===== config.mk =====
export PLATFORM = sky130hd
export DESIGN_NAME = histogram_delta_nibble_encoder_flat
export DESIGN_NICKNAME = d
export VERILOG_FILES = /design/src/rtl/core/hdne_pkg.sv /design/src/rtl/core/hdne_if.sv /design/src/rtl/core/hdne_front.sv /design/src/rtl/core/hdne_queue.sv /design/src/rtl/core/hdne_back.sv /design/src/rtl/core/histogram_delta_nibble_encoder.sv /design/src/flat_wrapper.sv
export SDC_FILE = /design/constraint.sdc
export NUM_CORES = 1
export LEC_CHECK = 0
export BUFFER_PORTS_ARGS = -buffer_cell sky130_fd_sc_hd__clkbuf_2
export CELL_PAD_IN_SITES_DETAIL_PLACEMENT = 1
export CELL_PAD_IN_SITES_GLOBAL_PLACEMENT = 2
export CORE_MARGIN = 8
export CORE_UTILIZATION = 44
export DETAILED_ROUTE_END_ITERATION = 8
export GPL_ROUTABILITY_DRIVEN = 0
export PLACE_DENSITY = 0.79
export SYNTH_ARGS = -nofsm -noshare
export SYNTH_HDL_FRONTEND = slang
export SYNTH_SLANG_ARGS = --single-unit

===== constraint.sdc =====
create_clock -name clock -period 8.5 [get_ports clock]
set_input_delay 0.425 -clock clock [delete_from_list [all_inputs] [get_ports clock]]
set_output_delay 0.425 -clock clock [all_outputs]
set_load 0.1 [all_outputs]

===== src/rtl/core/hdne_pkg.sv =====
// Package of the histogram delta nibble encoder.
// Holds the queue entry type, class masks and class helpers; no dependencies.
package hdne_pkg;

   localparam int unsigned WordW  = 32;
   localparam int unsigned CountW = 21;
   localparam int unsigned StreamW = 72;

   localparam logic [WordW-1:0] Class1Mask = 32'hffff_fff8;
   localparam logic [WordW-1:0] Class2Mask = 32'hffff_ff80;
   localparam logic [WordW-1:0] Class3Mask = 32'hffff_8000;

   localparam logic [1:0] ClassOneNib   = 2'd0;
   localparam logic [1:0] ClassTwoNib   = 2'd1;
   localparam logic [1:0] ClassFourNib  = 2'd2;
   localparam logic [1:0] ClassEightNib = 2'd3;

   localparam logic KindData = 1'b0;
   localparam logic KindCode = 1'b1;

   typedef struct packed {
      logic [WordW-1:0]  hess_delta;
      logic [WordW-1:0]  grad_delta;
      logic [1:0]        hess_class;
      logic [1:0]        grad_class;
      logic              pend_flag;
      logic [3:0]        pend_nib;
      logic              last_bin;
      logic [7:0]        code_byte;
      logic              code_due;
      logic [CountW-1:0] total;
   } entry_type;

   function automatic logic [1:0] class_of(input logic [WordW-1:0] d);
      logic [WordW-1:0] f;
      f = d[WordW-1] ? ~d : d;
      class_of = 2'((|(f & Class1Mask))) + 2'((|(f & Class2Mask)))
               + 2'((|(f & Class3Mask)));
   endfunction

   function automatic logic [3:0] nib_count(input logic [1:0] c);
      case (c)
         ClassOneNib:  nib_count = 4'd1;
         ClassTwoNib:  nib_count = 4'd2;
         ClassFourNib: nib_count = 4'd4;
         default:      nib_count = 4'd8;
      endcase
   endfunction

   function automatic logic [WordW-1:0] keep_nibs(input logic [WordW-1:0] d,
                                                  input logic [1:0] c);
      case (c)
         ClassOneNib:  keep_nibs = {28'd0, d[3:0]};
         ClassTwoNib:  keep_nibs = {24'd0, d[7:0]};
         ClassFourNib: keep_nibs = {16'd0, d[15:0]};
         default:      keep_nibs = d;
      endcase
   endfunction

   function automatic logic [3:0] top_nib(input logic [WordW-1:0] d,
                                          input logic [1:0] c);
      case (c)
         ClassOneNib:  top_nib = d[3:0];
         ClassTwoNib:  top_nib = d[7:4];
         ClassFourNib: top_nib = d[15:12];
         default:      top_nib = d[31:28];
      endcase
   endfunction

endpackage


===== src/rtl/core/hdne_if.sv =====
// Channel interfaces of the histogram delta nibble encoder.
// Bin input, byte output and mode register write; no dependencies.
interface hdne_req_if;
   logic               valid;
   logic               ready;
   logic [31:0]        hess;
   logic signed [31:0] grad;
   logic               last_bin;
   modport source (output valid, hess, grad, last_bin, input ready);
   modport sink (input valid, hess, grad, last_bin, output ready);
endinterface

interface hdne_rsp_if;
   logic        valid;
   logic        ready;
   logic [7:0]  out_byte;
   logic        byte_kind;
   logic        last;
   logic [20:0] nibble_total;
   modport source (output valid, out_byte, byte_kind, last, nibble_total, input ready);
   modport sink (input valid, out_byte, byte_kind, last, nibble_total, output ready);
endinterface

interface hdne_csr_if;
   logic valid;
   logic ready;
   logic narrow_mode;
   modport source (output valid, narrow_mode, input ready);
   modport sink (input valid, narrow_mode, output ready);
endinterface


===== src/rtl/core/hdne_front.sv =====
// Front end: takes bins, forms differences and classes, keeps the coder state.
// Depends on hdne_pkg and hdne_if.
module hdne_front (
   input  logic               clock,
   input  logic               reset,
   hdne_req_if.sink           req_chan,
   hdne_csr_if.sink           csr_chan,
   input  logic               q_ready,
   output logic               q_write,
   output hdne_pkg::entry_type q_entry
);
   import hdne_pkg::*;

   logic              narrow_ff, narrow_in;
   logic [WordW-1:0]  last_hess_ff, last_hess_in;
   logic [WordW-1:0]  last_grad_ff, last_grad_in;
   logic              pend_flag_ff, pend_flag_in;
   logic [3:0]        pend_nib_ff, pend_nib_in;
   logic [7:0]        code_acc_ff, code_acc_in;
   logic              parity_ff, parity_in;
   logic [CountW-1:0] count_ff, count_in;

   logic [WordW-1:0]  hess_v, grad_v, hess_delta, grad_delta;
   logic [1:0]        hess_class, grad_class;
   logic [7:0]        code_byte;
   logic              odd_total;
   logic [CountW:0]   count_sum;
   logic [CountW-1:0] total;

   assign csr_chan.ready = 1'b1;
   assign req_chan.ready = q_ready;
   assign q_write        = req_chan.valid & q_ready;

   always_comb begin
      hess_v = narrow_ff ? {16'd0, req_chan.hess[15:0]} : req_chan.hess;
      grad_v = narrow_ff ? {{16{req_chan.grad[15]}}, req_chan.grad[15:0]}
                         : req_chan.grad;
      hess_delta = hess_v - last_hess_ff;
      grad_delta = grad_v - last_grad_ff;
      hess_class = class_of(hess_delta);
      grad_class = class_of(grad_delta);
      code_byte  = code_acc_ff | (parity_ff ? {grad_class, hess_class, 4'd0}
                                            : {4'd0, grad_class, hess_class});
      odd_total  = pend_flag_ff ^ (hess_class == ClassOneNib) ^ (grad_class == ClassOneNib);
      count_sum  = {1'b0, count_ff} + (CountW+1)'(nib_count(hess_class))
                 + (CountW+1)'(nib_count(grad_class));
      total      = count_sum[CountW] ? '1 : count_sum[CountW-1:0];
   end

   always_comb begin
      q_entry.hess_delta = hess_delta;
      q_entry.grad_delta = grad_delta;
      q_entry.hess_class = hess_class;
      q_entry.grad_class = grad_class;
      q_entry.pend_flag  = pend_flag_ff;
      q_entry.pend_nib   = pend_nib_ff;
      q_entry.last_bin   = req_chan.last_bin;
      q_entry.code_byte  = code_byte;
      q_entry.code_due   = parity_ff | req_chan.last_bin;
      q_entry.total      = total;
   end

   always_comb begin
      narrow_in    = narrow_ff;
      last_hess_in = last_hess_ff;
      last_grad_in = last_grad_ff;
      pend_flag_in = pend_flag_ff;
      pend_nib_in  = pend_nib_ff;
      code_acc_in  = code_acc_ff;
      parity_in    = parity_ff;
      count_in     = count_ff;
      if (csr_chan.valid) begin
         narrow_in = csr_chan.narrow_mode;
      end
      if (q_write) begin
         if (req_chan.last_bin) begin
            last_hess_in = '0;
            last_grad_in = '0;
            pend_flag_in = 1'b0;
            pend_nib_in  = '0;
            code_acc_in  = '0;
            parity_in    = 1'b0;
            count_in     = '0;
         end else begin
            last_hess_in = hess_v;
            last_grad_in = grad_v;
            pend_flag_in = odd_total;
            pend_nib_in  = odd_total ? top_nib(grad_delta, grad_class) : 4'd0;
            code_acc_in  = parity_ff ? 8'd0 : code_byte;
            parity_in    = ~parity_ff;
            count_in     = total;
         end
      end
   end

   always_ff @(posedge clock) begin
      if (reset) begin
         narrow_ff    <= 1'b0;
         last_hess_ff <= '0;
         last_grad_ff <= '0;
         pend_flag_ff <= 1'b0;
         pend_nib_ff  <= '0;
         code_acc_ff  <= '0;
         parity_ff    <= 1'b0;
         count_ff     <= '0;
      end else begin
         narrow_ff    <= narrow_in;
         last_hess_ff <= last_hess_in;
         last_grad_ff <= last_grad_in;
         pend_flag_ff <= pend_flag_in;
         pend_nib_ff  <= pend_nib_in;
         code_acc_ff  <= code_acc_in;
         parity_ff    <= parity_in;
         count_ff     <= count_in;
      end
   end

endmodule


===== src/rtl/core/hdne_queue.sv =====
// Bin queue between front and back end of the encoder.
// Depends on hdne_pkg.
module hdne_queue #(
   parameter int unsigned DEPTH = 4
) (
   input  logic                clock,
   input  logic                reset,
   input  logic                wr_en,
   input  hdne_pkg::entry_type wr_data,
   output logic                wr_ready,
   input  logic                rd_en,
   output logic                rd_valid,
   output hdne_pkg::entry_type rd_data
);
   import hdne_pkg::*;

   localparam int unsigned PtrW = (DEPTH > 1) ? $clog2(DEPTH) : 1;
   localparam int unsigned CntW = $clog2(DEPTH + 1);

   entry_type           entry_ff [DEPTH];
   logic [PtrW-1:0]     wr_ptr_ff, wr_ptr_in;
   logic [PtrW-1:0]     rd_ptr_ff, rd_ptr_in;
   logic [CntW-1:0]     count_ff, count_in;
   logic                do_wr, do_rd;

   assign wr_ready = (count_ff != CntW'(DEPTH));
   assign rd_valid = (count_ff != '0);
   assign rd_data  = entry_ff[rd_ptr_ff];
   assign do_wr    = wr_en & wr_ready;
   assign do_rd    = rd_en & rd_valid;

   always_comb begin
      wr_ptr_in = wr_ptr_ff;
      rd_ptr_in = rd_ptr_ff;
      count_in  = count_ff;
      if (do_wr) begin
         wr_ptr_in = (wr_ptr_ff == PtrW'(DEPTH - 1)) ? '0 : wr_ptr_ff + 1'b1;
      end
      if (do_rd) begin
         rd_ptr_in = (rd_ptr_ff == PtrW'(DEPTH - 1)) ? '0 : rd_ptr_ff + 1'b1;
      end
      if (do_wr && !do_rd) begin
         count_in = count_ff + 1'b1;
      end else if (do_rd && !do_wr) begin
         count_in = count_ff - 1'b1;
      end
   end

   always_ff @(posedge clock) begin
      if (do_wr) begin
         entry_ff[wr_ptr_ff] <= wr_data;
      end
   end

   always_ff @(posedge clock) begin
      if (reset) begin
         wr_ptr_ff <= '0;
         rd_ptr_ff <= '0;
         count_ff  <= '0;
      end else begin
         wr_ptr_ff <= wr_ptr_in;
         rd_ptr_ff <= rd_ptr_in;
         count_ff  <= count_in;
      end
   end

endmodule


===== src/rtl/core/hdne_back.sv =====
// Back end: unpacks one queued bin into data and code words, one word a cycle unless the output stalls.
// Depends on hdne_pkg and hdne_if.
module hdne_back (
   input  logic                clock,
   input  logic                reset,
   input  logic                q_valid,
   input  hdne_pkg::entry_type q_entry,
   output logic                q_read,
   hdne_rsp_if.source          rsp_chan
);
   import hdne_pkg::*;

   logic [StreamW-1:0] stream_ff, stream_in;
   logic [3:0]         data_left_ff, data_left_in;
   logic               code_due_ff, code_due_in;
   logic [7:0]         code_byte_ff, code_byte_in;
   logic               last_ff, last_in;
   logic [CountW-1:0]  total_ff, total_in;

   logic               out_valid_ff, out_valid_in;
   logic [7:0]         out_byte_ff, out_byte_in;
   logic               out_kind_ff, out_kind_in;
   logic               out_last_ff, out_last_in;
   logic [CountW-1:0]  out_total_ff, out_total_in;

   logic               active, out_free, emit, still;
   logic [3:0]         left_after;
   logic               due_after;
   logic [WordW-1:0]   hess_keep, grad_keep;
   logic [35:0]        base;
   logic [3:0]         grad_off;
   logic [4:0]         nib_total;
   logic [StreamW-1:0] load_stream;
   logic [3:0]         load_bytes;

   assign rsp_chan.valid        = out_valid_ff;
   assign rsp_chan.out_byte     = out_byte_ff;
   assign rsp_chan.byte_kind    = out_kind_ff;
   assign rsp_chan.last         = out_last_ff;
   assign rsp_chan.nibble_total = out_total_ff;

   always_comb begin
      hess_keep   = keep_nibs(q_entry.hess_delta, q_entry.hess_class);
      grad_keep   = keep_nibs(q_entry.grad_delta, q_entry.grad_class);
      base        = q_entry.pend_flag ? {hess_keep, q_entry.pend_nib} : {4'd0, hess_keep};
      grad_off    = 4'(q_entry.pend_flag) + nib_count(q_entry.hess_class);
      load_stream = {36'd0, base}
                  | ({40'd0, grad_keep} << {grad_off, 2'b00});
      nib_total   = 5'(grad_off) + 5'(nib_count(q_entry.grad_class));
      load_bytes  = q_entry.last_bin ? 4'((nib_total + 5'd1) >> 1) : 4'(nib_total >> 1);
   end

   always_comb begin
      active     = (data_left_ff != '0) | code_due_ff;
      out_free   = ~out_valid_ff | rsp_chan.ready;
      emit       = active & out_free;
      left_after = data_left_ff - 4'(emit && (data_left_ff != '0));
      due_after  = code_due_ff & ~(emit && (data_left_ff == '0));
      still      = (left_after != '0) | due_after;
      q_read     = q_valid & ~still;
   end

   always_comb begin
      stream_in    = stream_ff;
      data_left_in = left_after;
      code_due_in  = due_after;
      code_byte_in = code_byte_ff;
      last_in      = last_ff;
      total_in     = total_ff;
      if (q_read) begin
         stream_in    = load_stream;
         data_left_in = load_bytes;
         code_due_in  = q_entry.code_due;
         code_byte_in = q_entry.code_byte;
         last_in      = q_entry.last_bin;
         total_in     = q_entry.total;
      end else if (emit && (data_left_ff != '0)) begin
         stream_in = stream_ff >> 8;
      end
   end

   always_comb begin
      out_valid_in = out_valid_ff & ~rsp_chan.ready;
      out_byte_in  = out_byte_ff;
      out_kind_in  = out_kind_ff;
      out_last_in  = out_last_ff;
      out_total_in = out_total_ff;
      if (emit) begin
         out_valid_in = 1'b1;
         out_total_in = total_ff;
         if (data_left_ff != '0) begin
            out_byte_in = stream_ff[7:0];
            out_kind_in = KindData;
            out_last_in = 1'b0;
         end else begin
            out_byte_in = code_byte_ff;
            out_kind_in = KindCode;
            out_last_in = last_ff;
         end
      end
   end

   always_ff @(posedge clock) begin
      stream_ff    <= stream_in;
      code_byte_ff <= code_byte_in;
      last_ff      <= last_in;
      total_ff     <= total_in;
      out_byte_ff  <= out_byte_in;
      out_kind_ff  <= out_kind_in;
      out_last_ff  <= out_last_in;
      out_total_ff <= out_total_in;
   end

   always_ff @(posedge clock) begin
      if (reset) begin
         data_left_ff <= '0;
         code_due_ff  <= 1'b0;
         out_valid_ff <= 1'b0;
      end else begin
         data_left_ff <= data_left_in;
         code_due_ff  <= code_due_in;
         out_valid_ff <= out_valid_in;
      end
   end

endmodule


===== src/rtl/core/histogram_delta_nibble_encoder.sv =====
// Histogram delta nibble encoder, top level.
// A bin is written into the queue, then loaded into the back end, then registered out.
// Throughput: one word a cycle from the back end while the output is taken; a bin
// yields one to ten words (nine data words and a code word at most).
// Reset: synchronous, clears coder state, queue and output; narrow mode returns to 0.
// Depends on hdne_pkg, hdne_if, hdne_front, hdne_queue and hdne_back.
module histogram_delta_nibble_encoder #(
   parameter int unsigned QUEUE_DEPTH = 4
) (
   input  logic       clock,
   input  logic       reset,
   hdne_req_if.sink   req_chan,
   hdne_rsp_if.source rsp_chan,
   hdne_csr_if.sink   csr_chan
);
   import hdne_pkg::*;

   entry_type wr_entry, rd_entry;
   logic      q_write, q_ready, q_valid, q_read;

   hdne_front u_front (
      .clock    (clock),
      .reset    (reset),
      .req_chan (req_chan),
      .csr_chan (csr_chan),
      .q_ready  (q_ready),
      .q_write  (q_write),
      .q_entry  (wr_entry)
   );

   hdne_queue #(
      .DEPTH (QUEUE_DEPTH)
   ) u_queue (
      .clock    (clock),
      .reset    (reset),
      .wr_en    (q_write),
      .wr_data  (wr_entry),
      .wr_ready (q_ready),
      .rd_en    (q_read),
      .rd_valid (q_valid),
      .rd_data  (rd_entry)
   );

   hdne_back u_back (
      .clock    (clock),
      .reset    (reset),
      .q_valid  (q_valid),
      .q_entry  (rd_entry),
      .q_read   (q_read),
      .rsp_chan (rsp_chan)
   );

endmodule

===== src/flat_wrapper.sv =====
// flat-port wrapper written by rule: the top's interface ports become plain ports
module histogram_delta_nibble_encoder_flat import hdne_pkg::*;
#(
   parameter int unsigned QUEUE_DEPTH = 4
)
  (clock, reset, req_chan_valid, req_chan_hess, req_chan_grad, req_chan_last_bin, req_chan_ready, rsp_chan_valid, rsp_chan_out_byte, rsp_chan_byte_kind, rsp_chan_last, rsp_chan_nibble_total, rsp_chan_ready, csr_chan_valid, csr_chan_narrow_mode, csr_chan_ready);
  hdne_req_if req_chan_i ();
  hdne_rsp_if rsp_chan_i ();
  hdne_csr_if csr_chan_i ();
  input  logic clock;
  input  logic reset;
  input wire logic [$bits(req_chan_i.valid)-1:0] req_chan_valid;
  input wire logic [$bits(req_chan_i.hess)-1:0] req_chan_hess;
  input wire logic [$bits(req_chan_i.grad)-1:0] req_chan_grad;
  input wire logic [$bits(req_chan_i.last_bin)-1:0] req_chan_last_bin;
  output wire logic [$bits(req_chan_i.ready)-1:0] req_chan_ready;
  output wire logic [$bits(rsp_chan_i.valid)-1:0] rsp_chan_valid;
  output wire logic [$bits(rsp_chan_i.out_byte)-1:0] rsp_chan_out_byte;
  output wire logic [$bits(rsp_chan_i.byte_kind)-1:0] rsp_chan_byte_kind;
  output wire logic [$bits(rsp_chan_i.last)-1:0] rsp_chan_last;
  output wire logic [$bits(rsp_chan_i.nibble_total)-1:0] rsp_chan_nibble_total;
  input wire logic [$bits(rsp_chan_i.ready)-1:0] rsp_chan_ready;
  input wire logic [$bits(csr_chan_i.valid)-1:0] csr_chan_valid;
  input wire logic [$bits(csr_chan_i.narrow_mode)-1:0] csr_chan_narrow_mode;
  output wire logic [$bits(csr_chan_i.ready)-1:0] csr_chan_ready;
  assign req_chan_i.valid = req_chan_valid;
  assign req_chan_i.hess = req_chan_hess;
  assign req_chan_i.grad = req_chan_grad;
  assign req_chan_i.last_bin = req_chan_last_bin;
  assign req_chan_ready = req_chan_i.ready;
  assign rsp_chan_valid = rsp_chan_i.valid;
  assign rsp_chan_out_byte = rsp_chan_i.out_byte;
  assign rsp_chan_byte_kind = rsp_chan_i.byte_kind;
  assign rsp_chan_last = rsp_chan_i.last;
  assign rsp_chan_nibble_total = rsp_chan_i.nibble_total;
  assign rsp_chan_i.ready = rsp_chan_ready;
  assign csr_chan_i.valid = csr_chan_valid;
  assign csr_chan_i.narrow_mode = csr_chan_narrow_mode;
  assign csr_chan_ready = csr_chan_i.ready;
  histogram_delta_nibble_encoder #(.QUEUE_DEPTH(QUEUE_DEPTH)) u_core (.clock(clock), .reset(reset), .req_chan(req_chan_i), .rsp_chan(rsp_chan_i), .csr_chan(csr_chan_i));
endmodule

==> impl_metrics.ini <==
[floorplan]
dieArea_um2 = 81600
ios = 105
start_util = 0.442
fp.dieH_um = 286
rows = 99
die_w_um = 286
fp.coreArea_um2 = 72500

[sta]
hold_ws_ps = 93.1
rsz0062_at_grt = no
slew_violations = 0
setup_viol = 0
finClkSkew_ps = 21.7
worst_slew_margin_rel = 0.294
fmax_ghz = 0.125
final-hold-violation-count = 0
finalCritPeriodShare = 0.943
worst_pin_slew_ps = 1060
min_period_ps = 8010

[final_layout]
fillCellCount = 7507
fin_nets = 2871
syn2layout_area_growth_pct = 12.4
drive_gt1_frac = 0.156
layout_commonest_cell = edfxtp_1
fin_area_um2 = 36000
final_cell_mix = edfxtp_1 (549), nand2_1 (267), nor2_1 (211)
ff_latch_area_um2 = 18800
multi_input_area_um2 = 12100

[cts]
clock_path_buffers = 3
cts-root-buf = clkbuf_16
cts_tree = done
cts_sinks = 664
htree_num_levels = 3
numCtsBuffers = 73
insertion_delay_ps = 620
clk_pin_slew_ps = 60

[power_and_ir_drop]
power_leakage_uw = 0.0127
p_per_area_nw_per_um2 = 326
p_comb_frac = 0.333
p_int_uw = 7440
ir_drop_mv = 0.324
clkPwrFrac = 0.271
netSwitchingFraction = 0.366
p_seq_frac = 0.395
switchingPower_uw = 4290

[synth]
yosysTopAreaCellShare = 0.515
syn-num-nets = 2807
syn_avg_cell_area_um2 = 12.1
ys_types = 80
async_flop_share = 0
synth_top_area_cell = edfxtp_1
syn_inst = 2645
ys_warn_count = 0
ys_top_cells_by_area = edfxtp_1 (52%), mux4_2 (7.5%), dfxtp_1 (7.2%)
synth_edf_count = 549
ys.flop_type = edfxtp_1
synth_area_um2 = 32000
ys_seq_area_frac = 0.587
synth_seq_cells = 664

[global_route]
grt_first_pass_wirelength_um = 135000
track_usage = 0.211
grt_pass1_vias = 22400
met1_usage = 0.295
grt_max_degree = 73
grt_remaining_overflow = 0
antenna_found_initial = 1
grt_busiest_layer = met2
use_met2 = 0.339
met3_usage = 0.0296

[worst_setup_path]
cp_slowest_cell = or4_1
cp_max_fo = 34
slowest_delay_ps = 570
crit_required_ps = 9040
cp_data_arrival_time_ps = 8550
r2r-start = u_core.u_front.narrow_ff$_SDFFE_PP0P_
path_class = flip-flop to flip-flop
critPathCaptureType = flip-flop
cp-startpoint = u_core.u_front.narrow_ff$_SDFFE_PP0P_
critPathLaunchType = flip-flop

[detailed_routing]
via_per_inst = 5.79
routed_wl_um = 88000
drt_pass1_iterations = 5
first_iter_violations = 1676
routedWlPerCell_um = 23.6
via_count = 21600
drc = 0
antenna_left = 0

[run]
cap_violations = 0

[placed_design]
place_area_um2 = 33500
io_buffers = 103
dp_hpwl_um = 61500

[min_path]
hold_path.startpoint = req_chan_grad[11]
min_path_type = primary input to flip-flop

[status]
status = finished, final reports clean
-- critical path, delay by kind of cell, from the launching register on --
family	cells	cell delay, ps
buf+inv	4	490
simple gates	12	2950
compound gates	9	1940
fa+ha+maj	5	1960
flops	1	350
xor+xnor	1	220
-- state kept, by name, summed over array words and instances, names as in the netlist, 2 cells and up, named ones only --
register,flops
u_core.u_front.last_hess_ff,32
u_core.u_queue.entry_ff,416
u_core.u_queue.rd_ptr_ff,2
u_core.u_front.pend_nib_ff,4
u_core.u_back.total_ff,21
u_core.u_queue.count_ff,3
u_core.u_queue.wr_ptr_ff,2
u_core.u_back.stream_ff,72
u_core.u_back.data_left_ff,4
u_core.u_back.rsp_chan.out_byte,8
u_core.u_front.code_acc_ff,8
u_core.u_back.rsp_chan.nibble_total,21
u_core.u_back.code_byte_ff,8
u_core.u_front.last_grad_ff,32
u_core.u_front.count_ff,21
-- power groups by stage --
stage,logic [uW],clock network [uW],registers (uW)
after detailed placement,3930,0,4720
after global routing,4220,3360,4700
after global placement,3850,0,4670
final,3910,3180,4640
after floorplan,2210,0,5240
after CTS,3930,3260,4660
-- Yosys cell counts (7+ instances only) --
| cell type | n |
|---|---|
| edfxtp_1 | 549 |
| a22oi_1 | 24 |
| nand2_1 | 269 |
| xnor2_1 | 41 |
| nor3_1 | 32 |
| mux4_2 | 107 |
| dfxtp_1 | 115 |
| mux2i_1 | 51 |
| nor2b_1 | 26 |
| nor3b_1 | 30 |
| nor4_1 | 9 |
| inv_1 | 143 |
| o211ai_1 | 11 |
| fa_1 | 11 |
| a31oi_1 | 18 |
| buf_1 | 16 |
| a211oi_1 | 12 |
| o21ai_0 | 160 |
| a41oi_1 | 7 |
| a21o_1 | 22 |
| and2_1 | 18 |
| or2_2 | 10 |
| a21oi_1 | 201 |
| nand2b_1 | 22 |
| clkbuf_1 | 137 |
| o21a_1 | 17 |
| and3_1 | 17 |
| nor2_1 | 213 |
| mux2_2 | 12 |
| nand3b_1 | 32 |
| o21bai_1 | 10 |
| nand4_1 | 38 |
| xor2_1 | 30 |
| o221ai_1 | 10 |
| or3_1 | 11 |
| nand3_1 | 34 |
| or4_1 | 9 |
| ha_1 | 80 |
-- stage by stage --
stage	util	total power, uW	worst slack [ps]	instances	setup TNS (ps)
floorplan	-	7450	623	2645	0
global placement	0.462	8530	175	3591	0
detailed placement	0.462	8640	-7.41	3591	-13.7
CTS	0.496	11900	175	3724	0
global route	0.496	12300	0.193	3726	0
finish	0.496	11700	489	3727	0
-- layout make-up --
| cell class | count | area share |
|---|---|---|
| flip-flops and latches | 664 | 0.522 |
| clock inverters | 38 | 0.0120 |
| well taps | 959 | 0.0334 |
| multi-input cells | 1676 | 0.338 |
| diodes | 1 | 0.0000696 |
| repair buffers | 151 | 0.0248 |
| inverters | 143 | 0.0149 |
| clock buffers | 95 | 0.0548 |
-- what timing repair did --
item                                    CTS  global route
resized for setup                         0            15
setup buffers                             0             2
endpoints found under the setup margin    0           105
hold buffers                              0             0
-- routing by layer --
metal | vias up | wire length, um
met5 | - | 0
met4 | 0 | 2620
met3 | 136 | 4330
met2 | 510 | 41000
met1 | 11000 | 40000
li1 | 9955 | -
-- cells by family after synthesis --
group,share of synthesized area
buffers and inverters,0.0366
XOR/XNOR,0.0194
multiplexers,0.0955
flip-flops,0.587
AND/OR/NAND/NOR,0.117
adder cells (fa/ha/maj),0.0382
AO/OA/AOI/OAI,0.106
other,0.000117
-- path summary, 6_finish.rpt --
| path | endpoint | slack (ps) | cells past startpoint |
|---|---|---|---|
| hold / removal | u_core.u_front.last_grad_ff[11]$_SDFFE_PP0P_ | 90 | 3 |
| setup reg to reg | u_core.u_front.count_ff[16]$_SDFFE_PP0P_ | 490 | 31 |
| hold reg to reg | u_core.u_back.rsp_chan.nibble_total[4]$_DFFE_PP_ | 420 | 0 |
| setup / recovery | u_core.u_front.count_ff[16]$_SDFFE_PP0P_ | 490 | 31 |
Power figures use the tool's default switching activity.
